<file path="src/rtl/rpe_pkg.sv">
// Shared types, constants and the rounding function of the rotary position embedding unit.
// No dependencies; every other file in rtl/ imports this package.

package rpe_pkg;

    // Field widths of the beats.
    localparam int DATA_W  = 16;
    localparam int POS_W   = 8;
    localparam int IDX_W   = 6;
    localparam int HDIM_W  = 7;

    // Raw table address: position * half_dim + pair_index stays below 2^15.
    localparam int RAW_W   = POS_W + HDIM_W;

    // Arithmetic widths: Q1.15 coefficients, 32-bit products, 33-bit sums.
    localparam int FRAC_W  = 15;
    localparam int PROD_W  = 2 * DATA_W;
    localparam int SUM_W   = PROD_W + 1;
    localparam int QUOT_W  = SUM_W + 1 - FRAC_W;
    localparam int ENTRY_W = 2 * DATA_W;

    localparam logic [FRAC_W-1:0]  ROUND_BIAS = FRAC_W'(1) << (FRAC_W - 1);
    localparam logic [DATA_W-1:0]  SAT_MAX    = {1'b0, {(DATA_W-1){1'b1}}};
    localparam logic [DATA_W-1:0]  SAT_MIN    = {1'b1, {(DATA_W-1){1'b0}}};

    // Configuration and parameter defaults.
    localparam logic [HDIM_W-1:0]  HDIM_RESET        = HDIM_W'(64);
    localparam int                 MAX_POSITIONS_DEF = 256;
    localparam int                 MAX_HALF_DIM_DEF  = 64;

    // Beat kinds.
    localparam logic KIND_LOAD   = 1'b0;
    localparam logic KIND_ROTATE = 1'b1;

    // One input beat as it moves through the address stages.
    typedef struct packed {
        logic              kind;
        logic              bad;
        logic [DATA_W-1:0] x_first;
        logic [DATA_W-1:0] x_second;
        logic [DATA_W-1:0] tsin;
        logic [DATA_W-1:0] tcos;
    } t_item;

    // One rotate beat with its table entry, after the table stage.
    typedef struct packed {
        logic              bad;
        logic [DATA_W-1:0] x_first;
        logic [DATA_W-1:0] x_second;
        logic [DATA_W-1:0] tsin;
        logic [DATA_W-1:0] tcos;
    } t_rot;

    // Round half up, arithmetic shift right by FRAC_W, saturate to DATA_W bits.
    function automatic logic [DATA_W-1:0] round_sat(input logic [SUM_W-1:0] sum);
        logic [SUM_W:0]       biased;
        logic [QUOT_W-1:0]    quot;
        logic [DATA_W-1:0]    res;
        biased = {sum[SUM_W-1], sum} + (SUM_W+1)'(ROUND_BIAS);
        quot   = biased[SUM_W:FRAC_W];
        if (quot[QUOT_W-1:DATA_W-1] == '0 || quot[QUOT_W-1:DATA_W-1] == '1) begin
            res = quot[DATA_W-1:0];
        end else if (quot[QUOT_W-1]) begin
            res = SAT_MIN;
        end else begin
            res = SAT_MAX;
        end
        return res;
    endfunction

endpackage

</file>
<file path="src/rtl/rpe_rotate.sv">
// Rotation stages: four products, then sums with rounding, saturation and the output register.
// Depends on rpe_pkg.

module rpe_rotate (
    input  logic                              i_clk,
    input  logic                              i_rst_n,
    input  logic                              i_valid,
    output logic                              o_ready,
    input  rpe_pkg::t_rot                     i_rot,
    output logic                              o_valid,
    input  logic                              i_ready,
    output logic signed [rpe_pkg::DATA_W-1:0] o_y_first,
    output logic signed [rpe_pkg::DATA_W-1:0] o_y_second,
    output logic                              o_index_error
);
    import rpe_pkg::*;

    logic                     r_e_v, r_f_v;
    logic                     r_e_bad;
    logic signed [PROD_W-1:0] r_p_fc, r_p_ss, r_p_fs, r_p_sc;
    logic [DATA_W-1:0]        r_y_first, r_y_second;
    logic                     r_err;

    logic                     w_e_rdy, w_f_rdy;
    logic [SUM_W-1:0]         w_sum_first, w_sum_second;

    assign w_f_rdy = !r_f_v || i_ready;
    assign w_e_rdy = !r_e_v || w_f_rdy;
    assign o_ready = w_e_rdy;

    always_ff @(posedge i_clk) begin
        if (!i_rst_n) begin
            r_e_v <= 1'b0;
            r_f_v <= 1'b0;
        end else begin
            if (w_e_rdy) r_e_v <= i_valid;
            if (w_f_rdy) r_f_v <= r_e_v;
        end
    end

    // Stage E: the four Q1.15 products.
    always_ff @(posedge i_clk) begin
        if (w_e_rdy) begin
            r_e_bad <= i_rot.bad;
            r_p_fc  <= $signed(i_rot.x_first)  * $signed(i_rot.tcos);
            r_p_ss  <= $signed(i_rot.x_second) * $signed(i_rot.tsin);
            r_p_fs  <= $signed(i_rot.x_first)  * $signed(i_rot.tsin);
            r_p_sc  <= $signed(i_rot.x_second) * $signed(i_rot.tcos);
        end
    end

    // Stage F: exact sums, one sign bit wider than the products.
    assign w_sum_first  = {r_p_fc[PROD_W-1], r_p_fc} - {r_p_ss[PROD_W-1], r_p_ss};
    assign w_sum_second = {r_p_fs[PROD_W-1], r_p_fs} + {r_p_sc[PROD_W-1], r_p_sc};

    // A bad pair index gives zeros with the error flag.
    always_ff @(posedge i_clk) begin
        if (w_f_rdy) begin
            r_err <= r_e_bad;
            if (r_e_bad) begin
                r_y_first  <= '0;
                r_y_second <= '0;
            end else begin
                r_y_first  <= round_sat(w_sum_first);
                r_y_second <= round_sat(w_sum_second);
            end
        end
    end

    assign o_valid       = r_f_v;
    assign o_y_first     = $signed(r_y_first);
    assign o_y_second    = $signed(r_y_second);
    assign o_index_error = r_err;

endmodule

</file>
<file path="config.mk">
export PLATFORM = sky130hd
export DESIGN_NAME = rpe_rotate
export DESIGN_NICKNAME = d
export VERILOG_FILES = /design/src/rtl/rpe_pkg.sv /design/src/rtl/rpe_rotate.sv
export SDC_FILE = /design/constraint.sdc
export NUM_CORES = 2
export LEC_CHECK = 0
export BUFFER_PORTS_ARGS = -buffer_cell sky130_fd_sc_hd__buf_2
export CORE_AREA = 2 2 298 300
export CTS_CLUSTER_DIAMETER = 80
export DETAILED_ROUTE_END_ITERATION = 16
export DIE_AREA = 0 0 300 302
export PLACE_DENSITY_LB_ADDON = 0.12
export SLEW_MARGIN = 20
export SYNTH_ARGS = -nofsm -noshare
export SYNTH_HDL_FRONTEND = slang
export SYNTH_SLANG_ARGS = --single-unit
</file>
<file path="constraint.sdc">
create_clock -name i_clk -period 21.1 [get_ports i_clk]
set_input_delay 3.165 -clock i_clk [delete_from_list [all_inputs] [get_ports i_clk]]
set_output_delay 3.165 -clock i_clk [all_outputs]
set_load 0.03 [all_outputs]
</file>
==> impl_metrics.env <==
export IMPL_clkTransAtPathRegs_ns=0.08
export IMPL_syn_area_mm2=0.0476
export IMPL_seq_area_frac_synth=0.103
export IMPL_worst_hold_startpoint="r_e_v"
export IMPL_fin_util=0.567
export IMPL_rsz0062_at_grt="no"
export IMPL_cts_made_buffers=17
export IMPL_grt_total_usage=0.287
export IMPL_io_pins=104
export IMPL_syn_inst=4954
export IMPL_layout_common_cells="inv_1, fa_1, nand2_1"
export IMPL_clock_path_buffers=2
export IMPL_fin_crit_ns=10.04
export IMPL_holdPathStages=1
export IMPL_dieWidth_um=300
export IMPL_cts_setup_buffers=0
export IMPL_port_buffers=103
export IMPL_clock_latency_ns=0.50
export IMPL_synth_fp_nets=6523
export IMPL_slew_violations=0
export IMPL_final_setup_skew_ns=0.0200
export IMPL_gp_congestion=0.869
export IMPL_drt_total_wl_um=120000
export IMPL_die_y_um=302
export IMPL_num_rows=109
export IMPL_cts_repair_resized=0
export IMPL_yosysTopAreaCell="fa_1"
export IMPL_worst_setup_path_start_kind="input port"
export IMPL_clock_sinks=164
export IMPL_maxCapViolCount=0
export IMPL_reg2regPathDepth=12
export IMPL_ys_types=76
export IMPL_whs_endpoint="o_valid"
export IMPL_area_delta_synth_final_pct=4.31
export IMPL_fin_ws_ns=11.06
export IMPL_grt_pass1_wl_um=198000
export IMPL_grt_pass1_vias=35484
export IMPL_yosys_warnings=0
export IMPL_ys_ff_latch=164
export IMPL_synthArstFlopShare=0
export IMPL_num_vias=32774
export IMPL_cts_tree="done"
export IMPL_synth_edff_count=162
export IMPL_hp_class="reg -> reg"
export IMPL_fin_crit_sh=0.476
export IMPL_grt_max_degree=59
export IMPL_outcome="finished clean"
export IMPL_cp_arrival_ns=10.28
export IMPL_r2r_start="r_p_fc[17]"
export IMPL_final_common_cell="inv_1"
export IMPL_htreeDepth=4
export IMPL_grt_overflow=0
export IMPL_worst_slew_margin_rel=0.313
export IMPL_worstPathRequired_ns=21.34
export IMPL_place_hpwl_um=92500
export IMPL_end_kind="flip-flop"
export IMPL_drc=0
export IMPL_initial_core_util=0.544
export IMPL_die_area_mm2=0.0906
export IMPL_fillers=7943
export IMPL_critPathKind="in -> reg"
export IMPL_ys_flop_type="edfxtp_1"
export IMPL_cts_hold_buf=0
export IMPL_finalSetupViolations=0
export IMPL_worst_pin_slew_ns=1.03
export IMPL_synth_top_area_frac=0.441
export IMPL_fin_tns_setup_ns=0
export IMPL_core_mm2=0.0876
export IMPL_place_area_mm2=0.0490
export IMPL_avgSynthCellArea_um2=9.61
export IMPL_drt_iter0_markers=2351
export IMPL_avgRoutedWirePerCell_um=19.8
export IMPL_dpl_worst_slack_ns=10.70
export IMPL_design_area_mm2=0.0496
export IMPL_crit_fanout=14
export IMPL_viasPerCell=5.39
export IMPL_synthTopCellsByArea="fa_1, ha_1, edfxtp_1, inv_1, and2_1"
export IMPL_drive_gt1_frac=0.0378
export IMPL_r2r_slack_ns=16.21
export IMPL_antenna_found_initial=1
export IMPL_ant_nets=0
export IMPL_num_nets_final=6472
export IMPL_cts_root_buffer="clkbuf_16"
export IMPL_r2r_end="o_y_first[6]"
export IMPL_max_freq_ghz=0.0996
export IMPL_first_pass_iters=6
export IMPL_hold_violations=0
[cell families (layout without fill, tap and decap cells)]
group / count (synthesis) / count (layout) / synth area share
multiplexers: 2 / 2 / 0.000421
XOR/XNOR: 163 / 163 / 0.0300
AO/OA/AOI/OAI: 426 / 426 / 0.0599
buffers and inverters: 1391 / 1353 / 0.110
other: 0 / 1 / 0
adder cells (fa/ha/maj): 1500 / 1500 / 0.560
AND/OR/NAND/NOR: 1308 / 1308 / 0.137
flip-flops: 164 / 164 / 0.103
[cell type report]
class / count / area [um^2] / area share
Multi-Input combinational cell: 3399 / 37500 / 0.755
Sequential cell: 164 / 4900 / 0.0988
Inverter: 1191 / 4470 / 0.0901
Tap cell: 1165 / 1460 / 0.0294
Timing Repair Buffer: 130 / 718 / 0.0145
Clock buffer: 17 / 425 / 0.00857
Clock inverter: 15 / 199 / 0.00401
Antenna cell: 1 / 2.50 / 0.0000504
[synthesized netlist by cell type (3+ instances only)]
| cell | number |
|---|---|
| inv_1 | 1191 |
| fa_1 | 1048 |
| nand2_1 | 514 |
| and2_1 | 500 |
| ha_1 | 452 |
| clkbuf_1 | 193 |
| edfxtp_1 | 162 |
| nor2_1 | 132 |
| xnor2_1 | 126 |
| a21oi_1 | 122 |
| a21o_1 | 69 |
| o21ai_0 | 63 |
| nand3_1 | 37 |
| xor2_1 | 37 |
| nand2b_1 | 32 |
| nor3_1 | 24 |
| o21bai_1 | 22 |
| and3_1 | 20 |
| o21a_1 | 20 |
| a31oi_1 | 16 |
| nand4_1 | 16 |
| o41ai_1 | 16 |
| a211oi_1 | 14 |
| nor2b_1 | 13 |
| a21boi_0 | 10 |
| o31ai_1 | 8 |
| o211ai_1 | 6 |
| or3_1 | 6 |
| a2111oi_0 | 4 |
| o31a_1 | 4 |
| a21o_2 | 3 |
| a221o_1 | 3 |
| a221oi_1 | 3 |
| a311o_1 | 3 |
| a31o_2 | 3 |
| a41oi_1 | 3 |
| nor4_1 | 3 |
| or2_2 | 3 |
[registers in the layout (all words and copies together) (netlist names)]
register	flops
o_valid	1
r_p_sc	32
r_p_fs	32
r_e_v	1
r_e_bad	1
r_p_fc	32
o_y_first	16
r_p_ss	32
o_y_second	16
o_index_error	1
[critical path, cell delays in order]
cell and delay [ns]:
buf_2 0.25, inv_1 0.71, buf_4 0.38, nor2_1 0.09
fa_1 0.53, fa_1 0.43, fa_1 0.51, fa_1 0.44
fa_1 0.49, inv_1 0.05, fa_1 0.47, inv_1 0.04
ha_1 0.37, and3_1 0.24, and2_1 0.16, a221oi_1 0.37
a21oi_1 0.26, a41oi_1 0.36, a211oi_1 0.18, nand4_1 0.12
nand3_1 0.11, o41a_1 0.35, xor2_1 0.15
[layer usage]
metal	track usage	part of all wire
met5	0	0
met4	0.0915	0.034
met1	0.404	0.44
met3	0.0362	0.060
met2	0.467	0.47
[how the worst max path moves through the flow]
stage	from	end
after floorplan	i_ready	o_ready
final	i_rot[15]	r_p_sc[30]
after CTS	i_rot[15]	r_p_sc[30]
after detailed placement	i_rot[15]	r_p_sc[30]
after global placement	i_rot[15]	r_p_sc[30]
after global routing	i_rot[23]	r_p_fs[31]
[through the flow]
step,cells,hold WS [ns]
2_1_floorplan,4954,0.424
3_5_place_dp,6049,0.547
6_report,6082,0.568
3_3_place_gp,6049,0.543
5_1_grt,6082,0.596
4_1_cts,6081,0.569
Power is left out: the tool's default activity adds up to more than one toggle a clock period on the data nets, which glitch-free logic cannot reach.
