### src/rtl/rpe_pkg.sv
// Shared types, constants and the rounding function of the rotary position embedding unit.
// No dependencies; every other file in rtl/ imports this package.

package rpe_pkg;

    // Field widths of the beats.
    localparam int DATA_W  = 16;
    localparam int POS_W   = 8;
    localparam int IDX_W   = 6;
    localparam int HDIM_W  = 7;

    // Raw table address: position * half_dim + pair_index stays below 2^15.
    localparam int RAW_W   = POS_W + HDIM_W;

    // Arithmetic widths: Q1.15 coefficients, 32-bit products, 33-bit sums.
    localparam int FRAC_W  = 15;
    localparam int PROD_W  = 2 * DATA_W;
    localparam int SUM_W   = PROD_W + 1;
    localparam int QUOT_W  = SUM_W + 1 - FRAC_W;
    localparam int ENTRY_W = 2 * DATA_W;

    localparam logic [FRAC_W-1:0]  ROUND_BIAS = FRAC_W'(1) << (FRAC_W - 1);
    localparam logic [DATA_W-1:0]  SAT_MAX    = {1'b0, {(DATA_W-1){1'b1}}};
    localparam logic [DATA_W-1:0]  SAT_MIN    = {1'b1, {(DATA_W-1){1'b0}}};

    // Configuration and parameter defaults.
    localparam logic [HDIM_W-1:0]  HDIM_RESET        = HDIM_W'(64);
    localparam int                 MAX_POSITIONS_DEF = 256;
    localparam int                 MAX_HALF_DIM_DEF  = 64;

    // Beat kinds.
    localparam logic KIND_LOAD   = 1'b0;
    localparam logic KIND_ROTATE = 1'b1;

    // One input beat as it moves through the address stages.
    typedef struct packed {
        logic              kind;
        logic              bad;
        logic [DATA_W-1:0] x_first;
        logic [DATA_W-1:0] x_second;
        logic [DATA_W-1:0] tsin;
        logic [DATA_W-1:0] tcos;
    } t_item;

    // One rotate beat with its table entry, after the table stage.
    typedef struct packed {
        logic              bad;
        logic [DATA_W-1:0] x_first;
        logic [DATA_W-1:0] x_second;
        logic [DATA_W-1:0] tsin;
        logic [DATA_W-1:0] tcos;
    } t_rot;

    // Round half up, arithmetic shift right by FRAC_W, saturate to DATA_W bits.
    function automatic logic [DATA_W-1:0] round_sat(input logic [SUM_W-1:0] sum);
        logic [SUM_W:0]       biased;
        logic [QUOT_W-1:0]    quot;
        logic [DATA_W-1:0]    res;
        biased = {sum[SUM_W-1], sum} + (SUM_W+1)'(ROUND_BIAS);
        quot   = biased[SUM_W:FRAC_W];
        if (quot[QUOT_W-1:DATA_W-1] == '0 || quot[QUOT_W-1:DATA_W-1] == '1) begin
            res = quot[DATA_W-1:0];
        end else if (quot[QUOT_W-1]) begin
            res = SAT_MIN;
        end else begin
            res = SAT_MAX;
        end
        return res;
    endfunction

endpackage

### src/rtl/rpe_addr.sv
// Address stages: raw address, reciprocal quotient, and the remainder modulo the table depth.
// Depends on rpe_pkg.

module rpe_addr #(
    parameter int TABLE_DEPTH = rpe_pkg::MAX_POSITIONS_DEF * rpe_pkg::MAX_HALF_DIM_DEF,
    parameter int ADDR_W      = (TABLE_DEPTH > 1) ? $clog2(TABLE_DEPTH) : 1
) (
    input  logic                       i_clk,
    input  logic                       i_rst_n,
    input  logic [rpe_pkg::HDIM_W-1:0] i_half_dim,
    input  logic                       i_valid,
    output logic                       o_ready,
    input  rpe_pkg::t_item             i_item,
    input  logic [rpe_pkg::POS_W-1:0]  i_pos,
    input  logic [rpe_pkg::IDX_W-1:0]  i_idx,
    output logic                       o_valid,
    input  logic                       i_ready,
    output rpe_pkg::t_item             o_item,
    output logic [ADDR_W-1:0]          o_addr
);
    import rpe_pkg::*;

    // Largest raw address that the field ranges allow.
    localparam int MAX_RAW  = (2**POS_W - 1) * (2**HDIM_W - 1) + (2**IDX_W - 1);
    localparam bit NEED_MOD = (TABLE_DEPTH <= MAX_RAW);

    logic               r_a_v, r_b_v, r_c_v;
    t_item              r_a_item, r_b_item, r_c_item;
    logic [RAW_W-1:0]   r_a_raw, r_b_raw, r_b_q;
    logic [ADDR_W-1:0]  r_c_addr;

    logic               w_a_rdy, w_b_rdy, w_c_rdy;
    t_item              n_a_item;
    logic [RAW_W-1:0]   n_a_raw;
    logic [RAW_W-1:0]   n_b_q;
    logic [ADDR_W-1:0]  n_c_addr;

    // Each stage takes a beat when it is empty or its beat moves on.
    assign w_c_rdy = !r_c_v || i_ready;
    assign w_b_rdy = !r_b_v || w_c_rdy;
    assign w_a_rdy = !r_a_v || w_b_rdy;
    assign o_ready = w_a_rdy;

    // Stage A: index check and raw address.
    always_comb begin
        n_a_item     = i_item;
        n_a_item.bad = ({1'b0, i_idx} >= i_half_dim);
        n_a_raw      = RAW_W'(RAW_W'(i_pos) * RAW_W'(i_half_dim)) + RAW_W'(i_idx);
    end

    // Stages B and C: quotient by reciprocal, then remainder.
    generate
        if (NEED_MOD) begin : g_mod
            localparam int             Q_SHIFT  = 2 * RAW_W;
            localparam int             M_W      = Q_SHIFT + 1;
            localparam int             MP_W     = RAW_W + M_W;
            localparam int             QD_W     = 2 * RAW_W;
            localparam longint         RECIP    =
                ((64'd1 << Q_SHIFT) + longint'(TABLE_DEPTH) - 1) / longint'(TABLE_DEPTH);
            localparam logic [M_W-1:0]   RECIP_K = M_W'(RECIP);
            localparam logic [RAW_W-1:0] DEPTH_K = RAW_W'(TABLE_DEPTH);

            logic [MP_W-1:0] w_prod;
            logic [QD_W-1:0] w_qd;
            logic [QD_W-1:0] w_rem;

            assign w_prod   = MP_W'(r_a_raw) * MP_W'(RECIP_K);
            assign n_b_q    = w_prod[Q_SHIFT +: RAW_W];
            assign w_qd     = QD_W'(r_b_q) * QD_W'(DEPTH_K);
            assign w_rem    = QD_W'(r_b_raw) - w_qd;
            assign n_c_addr = w_rem[ADDR_W-1:0];
        end else begin : g_nomod
            // The table covers every raw address, so it is used as is.
            assign n_b_q    = r_a_raw;
            assign n_c_addr = ADDR_W'(r_b_raw);
        end
    endgenerate

    // Stage valid bits.
    always_ff @(posedge i_clk) begin
        if (!i_rst_n) begin
            r_a_v <= 1'b0;
            r_b_v <= 1'b0;
            r_c_v <= 1'b0;
        end else begin
            if (w_a_rdy) r_a_v <= i_valid;
            if (w_b_rdy) r_b_v <= r_a_v;
            if (w_c_rdy) r_c_v <= r_b_v;
        end
    end

    // Stage payloads.
    always_ff @(posedge i_clk) begin
        if (w_a_rdy) begin
            r_a_item <= n_a_item;
            r_a_raw  <= n_a_raw;
        end
        if (w_b_rdy) begin
            r_b_item <= r_a_item;
            r_b_raw  <= r_a_raw;
            r_b_q    <= n_b_q;
        end
        if (w_c_rdy) begin
            r_c_item <= r_b_item;
            r_c_addr <= n_c_addr;
        end
    end

    assign o_valid = r_c_v;
    assign o_item  = r_c_item;
    assign o_addr  = r_c_addr;

endmodule

### config.mk
export PLATFORM = sky130hd
export DESIGN_NAME = rpe_addr
export DESIGN_NICKNAME = d
export VERILOG_FILES = /design/src/rtl/rpe_pkg.sv /design/src/rtl/rpe_addr.sv
export SDC_FILE = /design/constraint.sdc
export NUM_CORES = 1
export LEC_CHECK = 0
export ABC_AREA = 1
export ABC_CLOCK_PERIOD_IN_PS = 12100
export BUFFER_PORTS_ARGS = -buffer_cell sky130_fd_sc_hd__buf_2
export CORE_AREA = 10 10 213 215
export CTS_CLUSTER_SIZE = 20
export DETAILED_ROUTE_END_ITERATION = 10
export DIE_AREA = 0 0 223 225
export PLACE_DENSITY = 0.4
export SETUP_SLACK_MARGIN = 0.02
export SLEW_MARGIN = 20
export SYNTH_ARGS = -nofsm -noshare
export SYNTH_HDL_FRONTEND = slang
export SYNTH_SLANG_ARGS = --single-unit
### constraint.sdc
create_clock -name i_clk -period 12.1 [get_ports i_clk]
set_clock_uncertainty 0.05 [all_clocks]
set_input_delay 1.21 -clock i_clk [delete_from_list [all_inputs] [get_ports i_clk]]
set_output_delay 1.21 -clock i_clk [all_outputs]
set_load 0.03 [all_outputs]
==> flow_metrics.py <==
metrics = {
    "clock_tree": {
        "htreeDepth": 1,
        "cts_resized": 0,
        "cts_setup_buffers": 0,
        "hold_buffers": 0,
        "numCtsBuffers": 25,
        "cts_tree": "yes",
        "clock_latency_ns": 0.52,
        "clk_pin_slew_ns": 0.06,
        "clock-root-buffer": "clkbuf_16",
        "clk_path_buf_depth": 3,
        "cts.sinks": 243,
    },
    "detailed_routing": {
        "vias": 5118,
        "via_per_inst": 3.74,
        "drtIter0Drc": 335,
        "wl_met2_um": 8940,
        "highest_layer": "met4",
        "wl_um": 20600,
        "postRouteAntennaNets": 0,
        "wl_met3_um": 1240,
        "wl_per_cell_um": 15.0,
        "first_pass_iters": 4,
        "drc": 0,
        "wl_met1_um": 9980,
    },
    "critical_path": {
        "critPathKind": "input pin to flop",
        "arrival_ns": 4.74,
        "worstSetupStartpointType": "input pin",
        "cp-end-kind": "flop",
        "crit_required_ns": 12.32,
        "path_max_fanout": 10,
    },
    "synthesis": {
        "avgSynthCellArea_sq_um": 15.8,
        "synth_common_cells": "edfxtp_1, inv_1, nand2_1",
        "syn_inst": 618,
        "ys_types": 24,
        "ys.warnings.count": 0,
        "async_flop_share": 0,
        "synth_most_common_cell": "edfxtp_1",
        "ys_ff_latch": 243,
        "ys_seq_area_frac": 0.747,
        "ys_top_cells_by_area": "edfxtp_1, fa_1, ha_1, inv_1, nand2_1",
        "synth_top_area_frac": 0.740,
        "synth_edf_count": 240,
        "synth_ff_type": "edfxtp_1",
        "syn_nets": 784,
        "yosys.area.top_type": "edfxtp_1",
        "synth_area_sq_um": 9730,
    },
    "finish": {
        "diodes": 0,
        "register_area_sq_um": 7270,
        "area_delta_synth_final_pct": 23.8,
        "multi_input_area_sq_um": 1980,
        "layout.nets": 978,
        "fill_cells": 4210,
        "drive_gt1_frac": 0.269,
    },
    "placed_design": {
        "detailedPlace.worstSlack_ns": 7.01,
        "place_congestion": 0.727,
        "io_buffers": 171,
        "hpwl_um": 14600,
    },
    "floorplanning": {
        "fp-row-count": 75,
        "io_pins": 173,
        "die_h_um": 225,
        "coreArea_sq_um": 41400,
        "die_area_sq_um": 50200,
        "initial_core_util": 0.235,
        "die_width_um": 223,
    },
    "run_status": {
        "status": "completed",
    },
    "sta": {
        "slew_viol_final": 0,
        "slew-limit-headroom": 0.476,
        "worst_pin_slew_ns": 0.785,
        "final-hold-violation-count": 0,
        "timing.fmax_mhz": 221,
        "setup_viol": 0,
        "period_minus_slack_ns": 4.52,
        "min_period_over_period": 0.374,
        "grt_setup_unrepaired": "false",
        "timing.final.ws_setup_ns": 7.58,
        "tns_ns": 0,
    },
    "power": {
        "peakVddDrop_uv": 83.6,
        "total_power_mw": 2.27,
        "p_leak_nw": 5.34,
        "powerDensity_nw_per_um2": 188,
    },
    "global_routing": {
        "grt_pass1_wl_um": 31400,
        "gr-total-overflow": 0,
        "grt_max_degree": 55,
        "antenna_found_initial": 0,
        "grtUsageTotal": 0.0795,
        "grt_pass1_vias": 5343,
    },
    "worst_hold_path": {
        "hold_class": "flop to flop",
    },
    "run": {
        "maxCapViolCount": 0,
    },
}
==> layout by cell type (no fill, tap or decap) <==
| master | n |
|---|---|
| a21oi_1 | 11 |
| a21oi_2 | 1 |
| buf_2 | 171 |
| buf_4 | 3 |
| bufinv_16 | 2 |
| clkbuf_1 | 3 |
| clkbuf_16 | 25 |
| clkinv_1 | 9 |
| clkinv_2 | 4 |
| clkinv_4 | 1 |
| dfxtp_1 | 3 |
| edfxtp_1 | 240 |
| fa_1 | 34 |
| ha_1 | 41 |
| inv_1 | 122 |
| inv_2 | 2 |
| inv_6 | 1 |
| inv_8 | 1 |
| nand2_1 | 102 |
| nand2_2 | 5 |
| nand2_4 | 3 |
| nand3_1 | 11 |
| nand3_2 | 2 |
| nand4_1 | 4 |
| nor2_1 | 14 |
| nor2_4 | 2 |
| o211ai_1 | 1 |
| o21a_1 | 1 |
| o21ai_0 | 2 |
| o21bai_1 | 1 |
| xnor2_1 | 5 |
| xor2_1 | 3 |
==> cell type report <==
cell class,count,share of cell area
well taps,539,0.0560
flip-flops and latches,243,0.603
multi-input cells,243,0.165
clock inverters,17,0.0114
clock buffers,28,0.0529
repair buffers,174,0.0729
inverters,125,0.0390
==> stage by stage <==
step	utilization	instance area (sq um)	cells	hold slack, ns
finish	0.291	12000	1369	0.364
global route	0.291	12000	1369	0.372
CTS	0.291	12000	1369	0.367
detailed placement	0.272	11300	1324	0.355
global placement	0.272	11300	1324	0.351
floorplan	-	9730	618	0.350
==> registers in the layout, summed over array words and instances (netlist names) <==
name	cells
o_valid	1
r_b_v	1
r_a_v	1
o_item	66
o_addr	14
r_b_raw	14
r_b_item	66
r_a_raw	14
r_a_item	66
==> power by group <==
group / leakage [nW] / internal [mW] / switching, mW / total, mW
Clock: 0.380 / 0.421 / 0.310 / 0.732
Sequential: 2.57 / 1.06 / 0.0215 / 1.08
Combinational: 2.39 / 0.153 / 0.305 / 0.458
Total: 5.34 / 1.63 / 0.636 / 2.27
==> worst max-delay path, cell delays in order <==
cell and delay [ns]:
buf_2 0.20, nand2_1 0.11, fa_1 0.51, fa_1 0.55, inv_1 0.05, fa_1 0.52, inv_1 0.05, fa_1 0.52
inv_1 0.04, ha_1 0.36, nand2_1 0.07, nand2_1 0.12, nand2_1 0.07, nand2_1 0.08, nand2_1 0.07, nand2_1 0.06
nor2_1 0.04, nand2_1 0.05, nand2_1 0.04
==> kinds of logic (layout without fill, tap and decap cells) <==
| group | count (synthesis) | in the layout | share of synthesized area |
|---|---|---|---|
| AND/OR/NAND/NOR | 143 | 143 | 0.0625 |
| buffers and inverters | 132 | 344 | 0.0513 |
| AO/OA/AOI/OAI | 17 | 17 | 0.00990 |
| XOR/XNOR | 8 | 8 | 0.00720 |
| adder cells (fa/ha/maj) | 75 | 75 | 0.123 |
| flip-flops | 243 | 243 | 0.747 |
==> layer usage <==
metal  vias up  GRT usage
met3        30     0.0183
met4         0     0.0266
met1      2472      0.110
met5         -          0
met2       157      0.120
li1       2459          -
==> final timing paths <==
path	startpoint	to	slack (ns)	cells after the start
max	i_half_dim[6]	r_a_raw[13]	7.58	19
min	r_b_item[45]	o_item[45]	0.36	0
max reg2reg	o_valid	r_b_item[2]	9.30	4
min reg2reg	r_b_item[45]	o_item[45]	0.36	0
Note: power is estimated with default switching activity, not from simulation.
